--- config.mk ---
export PLATFORM = sky130hd
export DESIGN_NAME = pcm8_upsampler_with_lowpass_unit
export DESIGN_NICKNAME = d
export VERILOG_FILES = /design/src/design/pcm8us_pkg.sv /design/src/design/pcm8_upsampler_with_lowpass_unit.sv /design/src/design/pcm8us_ctrl.sv /design/src/design/pcm8us_datapath.sv
export SDC_FILE = /design/constraint.sdc
export NUM_CORES = 1
export LEC_CHECK = 0
export CAP_MARGIN = 10
export CORE_ASPECT_RATIO = 1.75
export CORE_MARGIN = 2
export CORE_UTILIZATION = 40
export DETAILED_ROUTE_END_ITERATION = 7
export DONT_BUFFER_PORTS = 1
export PLACE_DENSITY = 0.51
export REMOVE_ABC_BUFFERS = 1
export SLEW_MARGIN = 40
export SYNTH_ARGS = -nofsm -noshare
export SYNTH_HDL_FRONTEND = slang
export SYNTH_SLANG_ARGS = --single-unit
--- constraint.sdc ---
create_clock -name clk_i -period 14.25 [get_ports clk_i]
set_input_delay 1.425 -clock clk_i [delete_from_list [all_inputs] [get_ports clk_i]]
set_output_delay 1.425 -clock clk_i [all_outputs]
set_load 0.03 [all_outputs]
--- src/design/pcm8us_pkg.sv ---
// Shared types and constants for the PCM8 upsampler with low-pass filter.
// Used by the controller, the datapath, the top level and the checker.
`timescale 1ns / 1ps

package pcm8us_pkg;

  // Default geometry of the position and phase counters
  localparam int unsigned LengthBitsDef = 24;
  localparam int unsigned FracBitsDef   = 16;

  // At most this many outputs per source byte
  localparam int unsigned MaxRun = 16;
  localparam int unsigned RunW   = $clog2(MaxRun + 1);

  // Register file: 32-bit data, registers at byte addresses 0, 4, 8
  localparam int unsigned AddrW     = 4;
  localparam int unsigned DataW     = 32;
  localparam logic [15:0] StepReset  = 16'd41610;
  localparam logic [23:0] LenReset   = 24'd1;
  localparam logic [15:0] AlphaReset = 16'd43652;

  typedef enum logic [1:0] {
    REG_STEP_RATIO    = 2'd0,
    REG_OUTPUT_LENGTH = 2'd1,
    REG_ALPHA         = 2'd2
  } reg_idx_e;

  // One source item
  typedef struct packed {
    logic [7:0] source_byte;
    logic       first;
  } in_item_t;

  // One result item
  typedef struct packed {
    logic signed [15:0] sample;
    logic               last_in_run;
    logic               sound_done;
  } out_item_t;

  // Controller states
  typedef enum logic [1:0] {
    ST_IDLE,
    ST_EVAL,
    ST_MUL,
    ST_EMIT
  } state_e;

  // Controller to datapath
  typedef struct packed {
    logic load_in;  // latch the accepted byte, rewind on first
    logic mul;      // register alpha * (x - prev)
    logic emit;     // finish the filter and load the output register
    logic finish;   // advance the source position
  } cmd_t;

  // Datapath to controller
  typedef struct packed {
    logic cont;       // another output is owed on the current state
    logic cont_next;  // another output is owed after the one being emitted
    logic out_free;   // output register can take a beat this cycle
  } status_t;

endpackage

--- src/design/pcm8_upsampler_with_lowpass_unit.sv ---
// Top level of the PCM8 upsampler with one-pole low-pass filter.
// Depends on pcm8us_pkg, pcm8us_ctrl and pcm8us_datapath.
//
//   port group   direction   beat / transfer
//   in_*         input       one source byte and its first flag
//   out_*        output      one filtered 16-bit sample with run/done flags
//   APB          input       register write or read, one per access phase
//
// A source byte is taken in the idle step and its run is tested in the eval step;
// then each of the n (0..16) samples it yields passes a multiply step and an emit
// step, since each filtered sample needs the previous one through the shared
// multiplier and the accumulate that follows it.
// Reset clears all positions and the filter history and loads register defaults.
// An output stall holds the sequencer at the emit step; the output register
// lets a new byte be taken while its last sample still waits.
`timescale 1ns / 1ps

module pcm8_upsampler_with_lowpass_unit #(
  parameter int unsigned LENGTH_BITS = pcm8us_pkg::LengthBitsDef,
  parameter int unsigned FRAC_BITS   = pcm8us_pkg::FracBitsDef
) (
  input  logic                         clk_i,
  input  logic                         rst_ni,
  input  logic                         psel,
  input  logic                         penable,
  input  logic                         pwrite,
  input  logic [pcm8us_pkg::AddrW-1:0] paddr,
  input  logic [pcm8us_pkg::DataW-1:0] pwdata,
  output logic [pcm8us_pkg::DataW-1:0] prdata,
  output logic                         pready,
  input  logic                         in_valid_i,
  output logic                         in_stall_o,
  input  pcm8us_pkg::in_item_t         in_data_i,
  output logic                         out_valid_o,
  input  logic                         out_stall_i,
  output pcm8us_pkg::out_item_t        out_data_o
);
  import pcm8us_pkg::*;

  cmd_t    cmd;
  status_t status;

  // Sequencer
  pcm8us_ctrl u_ctrl (
    .clk_i      (clk_i),
    .rst_ni     (rst_ni),
    .in_valid_i (in_valid_i),
    .in_stall_o (in_stall_o),
    .status_i   (status),
    .cmd_o      (cmd)
  );

  // Registers, counters and filter
  pcm8us_datapath #(
    .LENGTH_BITS (LENGTH_BITS),
    .FRAC_BITS   (FRAC_BITS)
  ) u_datapath (
    .clk_i       (clk_i),
    .rst_ni      (rst_ni),
    .psel        (psel),
    .penable     (penable),
    .pwrite      (pwrite),
    .paddr       (paddr),
    .pwdata      (pwdata),
    .prdata      (prdata),
    .pready      (pready),
    .in_data_i   (in_data_i),
    .out_data_o  (out_data_o),
    .out_valid_o (out_valid_o),
    .out_stall_i (out_stall_i),
    .cmd_i       (cmd),
    .status_o    (status)
  );

endmodule

--- src/design/pcm8us_ctrl.sv ---
// Sequencer for the PCM8 upsampler: steps each source byte through its run.
// Depends on pcm8us_pkg.
`timescale 1ns / 1ps

module pcm8us_ctrl (
  input  logic                clk_i,
  input  logic                rst_ni,
  input  logic                in_valid_i,
  output logic                in_stall_o,
  input  pcm8us_pkg::status_t status_i,
  output pcm8us_pkg::cmd_t    cmd_o
);
  import pcm8us_pkg::*;

  state_e state_q, state_d;

  // State register
  always_ff @(posedge clk_i or negedge rst_ni) begin
    if (!rst_ni) begin
      state_q <= ST_IDLE;
    end else begin
      state_q <= state_d;
    end
  end

  // Next state and commands
  always_comb begin
    state_d    = state_q;
    cmd_o      = '0;
    in_stall_o = (state_q != ST_IDLE);
    case (state_q)
      ST_IDLE: begin
        if (in_valid_i) begin
          cmd_o.load_in = 1'b1;
          state_d       = ST_EVAL;
        end
      end
      ST_EVAL: begin
        if (status_i.cont) begin
          state_d = ST_MUL;
        end else begin
          cmd_o.finish = 1'b1;
          state_d      = ST_IDLE;
        end
      end
      ST_MUL: begin
        cmd_o.mul = 1'b1;
        state_d   = ST_EMIT;
      end
      ST_EMIT: begin
        // hold until the output register has room
        if (status_i.out_free) begin
          cmd_o.emit = 1'b1;
          if (status_i.cont_next) begin
            state_d = ST_MUL;
          end else begin
            cmd_o.finish = 1'b1;
            state_d      = ST_IDLE;
          end
        end
      end
      default: begin
        state_d = ST_IDLE;
      end
    endcase
  end

endmodule

--- src/design/pcm8us_datapath.sv ---
// Datapath of the PCM8 upsampler: registers, positions, phase, filter, output.
// Depends on pcm8us_pkg; driven by pcm8us_ctrl.
`timescale 1ns / 1ps

module pcm8us_datapath #(
  parameter int unsigned LENGTH_BITS = pcm8us_pkg::LengthBitsDef,
  parameter int unsigned FRAC_BITS   = pcm8us_pkg::FracBitsDef
) (
  input  logic                               clk_i,
  input  logic                               rst_ni,
  input  logic                               psel,
  input  logic                               penable,
  input  logic                               pwrite,
  input  logic [pcm8us_pkg::AddrW-1:0]       paddr,
  input  logic [pcm8us_pkg::DataW-1:0]       pwdata,
  output logic [pcm8us_pkg::DataW-1:0]       prdata,
  output logic                               pready,
  input  pcm8us_pkg::in_item_t               in_data_i,
  output pcm8us_pkg::out_item_t              out_data_o,
  output logic                               out_valid_o,
  input  logic                               out_stall_i,
  input  pcm8us_pkg::cmd_t                   cmd_i,
  output pcm8us_pkg::status_t                status_o
);
  import pcm8us_pkg::*;

  localparam int unsigned PhaseW = LENGTH_BITS + FRAC_BITS;
  localparam logic [15:0] StepMask =
    (FRAC_BITS >= 16) ? 16'hFFFF : 16'((32'd1 << FRAC_BITS) - 32'd1);

  // Configuration registers
  logic [15:0]            step_q, step_d;
  logic [LENGTH_BITS-1:0] len_q, len_d;
  logic [15:0]            alpha_q, alpha_d;

  // Sound state
  logic [LENGTH_BITS-1:0] out_pos_q, out_pos_d;
  logic [PhaseW-1:0]      phase_q, phase_d;
  logic [LENGTH_BITS-1:0] src_pos_q, src_pos_d;
  logic signed [15:0]     prev_q, prev_d;
  logic [RunW-1:0]        run_q, run_d;

  // Working payload
  logic signed [15:0]     x_q, x_d;
  logic signed [33:0]     prod_q, prod_d;
  out_item_t              out_q, out_d;
  logic                   out_valid_q, out_valid_d;

  // Combinational helpers
  logic                   cfg_wr;
  reg_idx_e               reg_idx;
  logic [LENGTH_BITS-1:0] out_pos_inc;
  logic [PhaseW-1:0]      phase_add;
  logic [RunW-1:0]        run_inc;
  logic signed [16:0]     diff;
  logic signed [16:0]     alpha_s;
  logic signed [34:0]     sum;
  logic [18:0]            quot;
  logic                   round_up;
  logic signed [15:0]     filt;
  logic signed [15:0]     y;

  assign pready  = 1'b1;
  assign cfg_wr  = psel & penable & pwrite & pready;
  assign reg_idx = reg_idx_e'(paddr[3:2]);

  // Register readback
  always_comb begin
    case (reg_idx)
      REG_STEP_RATIO:    prdata = {16'h0, step_q};
      REG_OUTPUT_LENGTH: prdata = DataW'(len_q);
      REG_ALPHA:         prdata = {16'h0, alpha_q};
      default:           prdata = '0;
    endcase
  end

  // Loop conditions on the current state and on the state after an emit
  assign out_pos_inc = out_pos_q + LENGTH_BITS'(1);
  assign phase_add   = phase_q + PhaseW'(step_q);
  assign run_inc     = run_q + RunW'(1);

  assign status_o.cont = (run_q < RunW'(MaxRun)) && (out_pos_q < len_q) &&
                         (phase_q[PhaseW-1:FRAC_BITS] <= src_pos_q);
  assign status_o.cont_next = (run_inc < RunW'(MaxRun)) && (out_pos_inc < len_q) &&
                              (phase_add[PhaseW-1:FRAC_BITS] <= src_pos_q);
  assign status_o.out_free = !out_valid_q || !out_stall_i;

  // Filter: y = (prev*65536 + alpha*(x - prev)) / 65536, truncated toward zero
  assign diff     = {x_q[15], x_q} - {prev_q[15], prev_q};
  assign alpha_s  = {1'b0, alpha_q};
  assign prod_d   = alpha_s * diff;
  assign sum      = {{3{prev_q[15]}}, prev_q, 16'h0} + {prod_q[33], prod_q};
  assign quot     = sum[34:16];
  assign round_up = sum[34] && (sum[15:0] != 16'h0);
  assign filt     = quot[15:0] + 16'(round_up);
  assign y        = (out_pos_q == '0) ? x_q : filt;

  // Next values
  always_comb begin
    step_d      = step_q;
    len_d       = len_q;
    alpha_d     = alpha_q;
    out_pos_d   = out_pos_q;
    phase_d     = phase_q;
    src_pos_d   = src_pos_q;
    prev_d      = prev_q;
    run_d       = run_q;
    x_d         = x_q;
    out_d       = out_q;
    out_valid_d = out_valid_q && out_stall_i;

    if (cfg_wr) begin
      case (reg_idx)
        REG_STEP_RATIO:    step_d  = pwdata[15:0] & StepMask;
        REG_OUTPUT_LENGTH: len_d   = LENGTH_BITS'(pwdata[23:0]);
        REG_ALPHA:         alpha_d = pwdata[15:0];
        default:           ;
      endcase
    end

    // latch the byte widened to signed 16 bits, rewind on first
    if (cmd_i.load_in) begin
      x_d   = {~in_data_i.source_byte[7], in_data_i.source_byte[6:0],
               in_data_i.source_byte};
      run_d = '0;
      if (in_data_i.first) begin
        out_pos_d = '0;
        phase_d   = '0;
        src_pos_d = '0;
      end
    end

    // produce one output beat and advance
    if (cmd_i.emit) begin
      prev_d            = y;
      out_pos_d         = out_pos_inc;
      phase_d           = phase_add;
      run_d             = run_inc;
      out_d.sample      = y;
      out_d.last_in_run = !status_o.cont_next;
      out_d.sound_done  = (out_pos_inc >= len_q);
      out_valid_d       = 1'b1;
    end

    if (cmd_i.finish) begin
      src_pos_d = src_pos_q + LENGTH_BITS'(1);
    end
  end

  // Control and state registers
  always_ff @(posedge clk_i or negedge rst_ni) begin
    if (!rst_ni) begin
      step_q      <= StepReset & StepMask;
      len_q       <= LENGTH_BITS'(LenReset);
      alpha_q     <= AlphaReset;
      out_pos_q   <= '0;
      phase_q     <= '0;
      src_pos_q   <= '0;
      prev_q      <= '0;
      run_q       <= '0;
      out_valid_q <= 1'b0;
    end else begin
      step_q      <= step_d;
      len_q       <= len_d;
      alpha_q     <= alpha_d;
      out_pos_q   <= out_pos_d;
      phase_q     <= phase_d;
      src_pos_q   <= src_pos_d;
      prev_q      <= prev_d;
      run_q       <= run_d;
      out_valid_q <= out_valid_d;
    end
  end

  // Payload registers
  always_ff @(posedge clk_i) begin
    x_q   <= x_d;
    out_q <= out_d;
    if (cmd_i.mul) begin
      prod_q <= prod_d;
    end
  end

  assign out_data_o  = out_q;
  assign out_valid_o = out_valid_q;

endmodule

# Word-level counts from Yosys, hierarchy flattened
# Cells that the tools add are included.
[totals]
regBits = 236
in_bits = 52
[op_classes]
addsub = 7
mul = 1
magnitude_cmp = 7
eq_ne = 7
mux = 25
bitwise_logic = 3
n_reduce_logical = 25
[ops]
columns = ["operator", "count"]
rows = [
  ["$mux W40", 3],
  ["$mux W24", 4],
  ["$pmux W24 S3", 1],
  ["$add A24 B1 Y24 const B", 2],
  ["$le A24 B24 Y1", 2],
  ["$lt A24 B24 Y1", 2],
  ["$add A40 B16 Y40", 1],
  ["$add A32 B34 Y35", 1],
  ["$mul A17 B17 Y34", 1],
  ["$ge A24 B24 Y1", 1],
  ["$logic_not A24 Y1", 1],
  ["$sub A16 B16 Y17", 1],
  ["$add A16 B1 Y16", 1],
  ["$mux W16", 1],
  ["$reduce_bool A16 Y1", 1],
  ["$reduce_and A2 Y1", 6],
  ["$lt A5 B5 Y1 const B", 2],
  ["$mux W2", 5],
  ["$mux W5", 2],
  ["$reduce_bool A2 Y1", 5],
  ["$pmux W2 S4", 1],
  ["$mux W1", 7],
  ["$eq A2 B2 Y1 const B", 3],
  ["$logic_and A1 B1 Y1", 6],
  ["other kinds (9)", 15],
]

# Logic depth before layout (Yosys ltp)
# Gate-level depths: netlist of run 1.
[depth]
ltp_word = 9
ltp_mapped = 36
depth_no_buf = 33

# Modules after synthesis
# Synthesis of run 1 repeated with hierarchy kept, for this count alone.
[unflattened]
cells_unflattened = 2667
area_unflattened_um2 = 24349.6
[modules_own_cells]
columns = ["module", "instances", "cells_each", "area_per_inst_um2", "seq_area_each_um2"]
rows = [
  ["pcm8us_datapath", 1, 2653, 24225.7, 6002.0],
  ["pcm8us_ctrl", 1, 14, 123.9, 50.0],
]

# Worst setup path after synthesis of run 1
# No wires, ideal clock.
[synth_timing]
path_type = "reg2reg"
start = "register u_datapath.prev_q[1]"
end = "register u_datapath.prod_q[33], data pin"
arrival_time_ns = 7.832
t_required_ns = 13.990
slack_ns = 6.158
stages_incl_launch_ff = 34
n_path_buf = 3
period_less_slack_ns = 8.092
cell_sequence = "dfrtp_1 > inv_1 > ha_1 > nor2b_1 > o21ai_0 > nand2b_1 > a21oi_1 > o21ai_1 > a211oi_1 > or3_1 > clkbuf_1 > and2_1 > clkbuf_1 > clkbuf_1 > nand3_1 > fa_1 > inv_1 > fa_1 > fa_1 > fa_1 > fa_1 > inv_1 > fa_1 > inv_1 > ha_1 > o21ai_0 > o21a_1 > o21ai_0 > a211o_1 > o31ai_1 > a31oi_1 > o21a_1 > nor2_1 > xnor2_1"
[synth_between]
elab_chain_cells = 2
[synth_lines]
columns = ["item", "line", "rtl"]
rows = [
  ["start, declared", "pcm8us_datapath.sv:40", "logic signed [15:0] prev_q, prev_d;"],
  ["start signal, assigned", "pcm8us_datapath.sv:169", "prev_q <= prev_d;"],
  ["$sub A16 B16 Y17", "pcm8us_datapath.sv:89", "assign diff = {x_q[15], x_q} - {prev_q[15], prev_q};"],
  ["$mul A17 B17 Y34", "pcm8us_datapath.sv:91", "assign prod_d = alpha_s * diff;"],
  ["net u_datapath.prod_d[33]", "pcm8us_datapath.sv:45", "logic signed [33:0] prod_q, prod_d;"],
  ["end signal, assigned", "pcm8us_datapath.sv:180", "prod_q <= prod_d;"],
  ["end, declared", "pcm8us_datapath.sv:45", ""],
]
# The timed path passes the listed nets, and every way through them passes these cells.
# A chain may end at the register's enable or synchronous reset.

# Worst setup path after layout of run 1
[layout_timing]
start = "register u_datapath.x_q[9]"
end = "register u_datapath.prod_q[33], data pin"
[layout_between]
elab_chain_cells = 2
[layout_lines]
columns = ["item", "line", "rtl"]
rows = [
  ["start, declared", "pcm8us_datapath.sv:44", "logic signed [15:0] x_q, x_d;"],
  ["start signal, assigned", "pcm8us_datapath.sv:177", "x_q <= x_d;"],
  ["$sub A16 B16 Y17", "pcm8us_datapath.sv:89", ""],
  ["$mul A17 B17 Y34", "pcm8us_datapath.sv:91", ""],
  ["net u_datapath.prod_d[33]", "pcm8us_datapath.sv:45", ""],
]
# The timed path passes the listed nets, and every way through them passes these cells.

==> results.toml, run 1 <==
[timing]
final_hold_viol_count = 0
skew_ns = 0.0105
rsz0062_at_grt = "no"
finalMaxSlewViolations = 0
finalSetupViolations = 0
fmax_mhz = 106
tns_ns = 0
slew_headroom = 0.463
fin_crit_sh = 0.663
period_minus_slack_ns = 9.45
worst_pin_slew_ns = 0.806

[job]
maxCapViolCount = 0

[setup_path]
cp.arrival_ns = 9.79
path_max_fanout = 32
cp_common_cell = "fa_1"
cp.required_ns = 14.58
startpoint_type = "flop"
timing.rr.start = "u_datapath.x_q[9]"
path_class = "reg2reg"
critical-path-max-stage-delay_ns = 0.62
cp_slowest_cell = "o311ai_0"
critPathLaunch = "u_datapath.x_q[9]"
reg2reg_depth = 30
crit_path_end_kind = "flop"

[synthesis]
ys_seq_area_frac = 0.235
yosys.area.top_type = "fa_1"
synth-warning-count = 0
avgSynthCellArea_um2 = 8.92
ys.flop_type = "dfrtp_1"
synth_edf_count = 61
synth_common_cells = "inv_1, nand2_1, ha_1"
synth-seq-cells = 229
synthCells = 2891
async_flop_share = 0.734
synth_top_area_frac = 0.165
synth_most_common_cell = "inv_1"
synthesis.area_mm2 = 0.0258
synth_area_leaders = "fa_1, dfrtp_1, ha_1, edfxtp_1, inv_1"
yosys.cell_types.count = 99

[final_layout]
area_growth_pct = 6.81
final_util = 0.430
drive_above_1_share = 0.0732
register_area_mm2 = 0.00606
final_nets = 3365
layout.cells.non_filler = 3652
antenna_cells = 0
multi_input_area_mm2 = 0.0178
finish.instance_area_mm2 = 0.0275
fill_cells = 6298

[global_routing]
grt-ovfl-total = 0
grt_max_degree = 169
grt_pass1_vias = 21628
grt_pass1_wl_um = 124000
grt_util_all_layers = 0.241
antenna_found_initial = 1

[cts]
cts_tree = "done"
insertion_delay_ns = 0.58
clk_pin_slew_worst_paths_ns = 0.07
postCtsHoldBufs = 0
cts_setup_buffers = 0
htree_levels = 1
numCtsBuffers = 27
cts.sink_count = 229
clock-root-buffer = "clkbuf_16"
cts_buffer_depth = 3
cts_resized = 0

[min_path]
worstHoldStart = "u_datapath.phase_q[12]"
hold_depth = 2
hp-class = "reg2reg"

[placed_design]
dp.cells = 3604
dp_hpwl_um = 61400
gp_congestion = 0.916
portBuffers = 0
dpl-instance-area_mm2 = 0.0267

[route]
ant_nets = 0
vias = 20526
wl_per_cell_um = 21.6
drt_wl_total_um = 79000
via_per_inst = 5.62
firstDrtPassIters = 7
drtIter0Drc = 958
drc_errors = 0

[floorplan]
fp.coreArea_mm2 = 0.0640
io-pin-count = 105
dieArea_mm2 = 0.0666
die_width_um = 196
start_util = 0.403
die_h_um = 340
rows = 123

[run_status]
status = "complete, no violations"
[layer usage]
metal | routed length (µm) | part of all wire | vias to the layer above | global-route usage
li1 | - | - | 9662 | -
met1 | 27500 | 0.35 | 10241 | 0.241
met2 | 43800 | 0.55 | 436 | 0.475
met3 | 2840 | 0.036 | 187 | 0.0297
met4 | 4890 | 0.062 | 0 | 0.133
met5 | 0 | 0 | - | 0
[cell families after synthesis]
group	count (synthesis)	synth area share
buf+inv	533	0.0807
flops	229	0.235
xor+xnor	115	0.0394
simple gates	920	0.178
mux	59	0.0250
compound gates	541	0.142
fa+ha+maj	492	0.300
other cells	2	0.000291
[registers in the layout, summed over array words and instances, names as in the netlist]
name and flops:
u_ctrl.state_q 2, u_datapath.alpha_q 16, u_datapath.len_q 24, u_datapath.out_data_o 18, u_datapath.out_pos_q 24, u_datapath.out_valid_o 1, u_datapath.phase_q 40, u_datapath.prev_q 16
u_datapath.prod_q 34, u_datapath.run_q 5, u_datapath.src_pos_q 24, u_datapath.step_q 16, u_datapath.x_q 9
[worst paths after layout]
check | to | slack [ns]
setup / recovery | u_datapath.prod_q[33] | 4.80
hold / removal | u_datapath.phase_q[12] | 0.49
setup reg to reg | u_datapath.prod_q[33] | 4.80
hold reg to reg | u_datapath.phase_q[12] | 0.49
max in group asynchronous | u_datapath.alpha_q[15] | 13.30
min in group asynchronous | u_datapath.phase_q[37] | 0.55
[per-stage QoR]
step           hold slack, ns  setup slack [ns]
5_1_grt                 0.522              4.32
3_5_place_dp            0.481              4.73
6_report                0.495              4.80
4_1_cts                 0.496              4.69
2_1_floorplan           0.451              5.95
3_3_place_gp            0.469              4.78
[critical path, delay by kind of cell (launching register included)]
kind	cells	cell delay, ns
AOI/OAI and AO/OA	10	2.83
adders and majority gates	8	3.87
DFF	1	0.53
xor gates and xnor gates	1	0.07
and+or+nand+nor	7	1.34
buffers and inverters	4	0.54
[layout by cell type, fill, tap and decap left out, types with 17 or more instances in the layout]
cell type and n:
nor2_1 112, o21ai_1 28, edfxtp_1 61, fa_1 211, ha_1 280, and3_1 43, nand2b_1 18, inv_1 380
xnor2_1 73, nand2_1 348, o31ai_1 21, and2_1 77, clkbuf_16 28, nor3_1 31, a31oi_1 21, a211oi_1 28
a21o_1 51, xor2_1 39, a21oi_1 82, o21ai_0 132, a22o_1 17, nand3_1 94, dfrtp_1 152, nand4_1 36
mux2_2 39, buf_4 41, nor2b_1 44, mux2i_1 19
[layout make-up]
type	instances	share of cell area
multi-input combinational	2136	0.647
sequential	229	0.220
inverter	384	0.0524
tap	812	0.0369
clock buffer	40	0.0285
timing repair buffer	43	0.0126
clock inverter	8	0.00250
Power of run 1 is not shown: default switching activity piles up to over one toggle a cycle in this logic, so the estimate is an artifact.
==> inputs of run 2 (changes only) <==
PLACE_DENSITY = 0.53   (was 0.51)
clock period = 8 ns   (was 14.25 ns; I/O delays follow)
==> run 2 against run 1 <==
  * Count of clock-buffer cells in the layout down 7
  * Final area is 5.9% higher
  * Hold slack worse by 0.40 ns
  * Die area stayed put
  * Setup slack got worse by 4.8 ns
  * Critical path depth is 5 higher
  * Core utilization is 2.5 points higher
  * Routed wire length grew 2.6%
==> results.toml, run 2 (synthesis gave the netlist of run 1 again) <==
[global_routing]
antenna_found_initial = 2
grt_max_degree = 156
grt_util_all_layers = 0.245
grt_pass1_wl_um = 126000
grt_pass1_vias = 22579
grt-ovfl-total = 0

[setup_path]
r2r_slack_ns = 0.03
cp.arrival_ns = 8.32
cp_slowest_cell = "fa_2"
path_max_fanout = 6
critical-path-max-stage-delay_ns = 0.57
path_class = "reg2reg"
rr_endpoint = "u_datapath.prod_q[33]"
timing.rr.start = "u_datapath.x_q[8]"
reg2reg_depth = 35
startpoint_type = "flop"
crit_path_end_kind = "flop"
cp.required_ns = 8.35

[cts]
clk_pin_slew_worst_paths_ns = 0.07
clock-root-buffer = "clkbuf_16"
insertion_delay_ns = 0.59
numCtsBuffers = 26
htree_levels = 1
cts.sink_count = 229
cts_buffer_depth = 3
cts_tree = "done"

[timing]
period_minus_slack_ns = 7.97
whs_ns = 0.0921
fin_crit_sh = 0.997
rsz0062_at_grt = "yes"
slew_headroom = 0.346
finalSetupViolations = 0
final_hold_viol_count = 0
skew_ns = 0.0346
fin_ws_ns = 0.0257
fmax_mhz = 125
finalMaxSlewViolations = 0
worst_pin_slew_ns = 0.968

[route]
ant_nets = 0
drc_errors = 0
drt_wl_total_um = 81100
wl_per_cell_um = 21.3
drtIter0Drc = 980
via_per_inst = 5.60
vias = 21297
firstDrtPassIters = 5

[job]
maxCapViolCount = 0

[placed_design]
gp_congestion = 0.918
portBuffers = 0
place_ws_ns = -0.532
dp_hpwl_um = 63400
dp.cells = 3739

[final_layout]
largest_register_ffs = 40
drive_above_1_share = 0.139
largest-register = "u_datapath.phase_q"
layout.cells.non_filler = 3802
antenna_cells = 0
fill_cells = 6224
final_util = 0.455
top_regs = "u_datapath.phase_q x40, u_datapath.prod_q x34"
final_nets = 3514
multi_input_area_mm2 = 0.0181
register_area_mm2 = 0.00605
layout_common_cells = "inv_1, nand2_1, ha_1"
layout_commonest_cell = "inv_1"
area_growth_pct = 13.1

[floorplan]
die_h_um = 340
rows = 123
die_width_um = 196
fp.coreArea_mm2 = 0.0640
io-pin-count = 105
dieArea_mm2 = 0.0666
start_util = 0.403

[run_status]
status = "complete, no violations"

[min_path]
hp-class = "in2async"
-- run 2: per-stage QoR --
step / instance area (µm²) / TNS [ns]
2_1_floorplan: 25200 / -0.951
3_3_place_gp: 27700 / -3.06
3_5_place_dp: 27700 / -3.52
4_1_cts: 28800 / 0
5_1_grt: 29200 / -1.56
6_report: 29200 / 0
-- run 2: worst max-delay path, delay by kind of cell, from the launching register on --
kind	cells	cell delay, ns
AO/OA/AOI/OAI	10	1.84
XOR/XNOR	2	0.22
adder cells (fa/ha/maj)	9	3.96
buffers and inverters	8	0.80
flip-flops	1	0.35
AND/OR/NAND/NOR	6	0.55
-- run 2: how the worst max path moves through the flow --
stage	startpoint	end	slack [ns]	depth (start not counted)
floorplan	u_datapath.x_q[8]	u_datapath.prod_q[33]	-0.30	31
global placement	u_datapath.x_q[9]	u_datapath.prod_q[33]	-0.49	31
detailed placement	u_datapath.x_q[8]	u_datapath.prod_q[33]	-0.53	33
CTS	u_datapath.x_q[8]	u_datapath.prod_q[27]	0.02	33
global route	u_datapath.x_q[8]	u_datapath.prod_q[33]	-0.27	38
finish	u_datapath.x_q[8]	u_datapath.prod_q[33]	0.03	35
-- run 2: what timing repair did --
item | CTS | global route
hold endpoints to repair | 155 | 0
resized for setup | 46 | 51
buffers inserted | 7 | 7
endpoints found under the setup margin | 10 | 13
hold buffers | 1 | 0
gates cloned | 0 | 0
pin swaps | 26 | 70
-- run 2: final cells by class --
type,count,area share
inverters,384,0.0495
flip-flops and latches,229,0.208
clock inverters,15,0.00481
multi-input cells,2136,0.622
well taps,812,0.0348
clock buffers,33,0.0246
repair buffers,193,0.0562
-- run 2: per-layer routing --
layer | wire length, µm | part of all wire | GRT usage
met1 | 27300 | 0.34 | 0.232
met2 | 45300 | 0.56 | 0.493
met3 | 2480 | 0.031 | 0.0265
met4 | 5970 | 0.074 | 0.150
met5 | 16 | 0.00020 | 0
Power of run 2 is left out for the same reason.
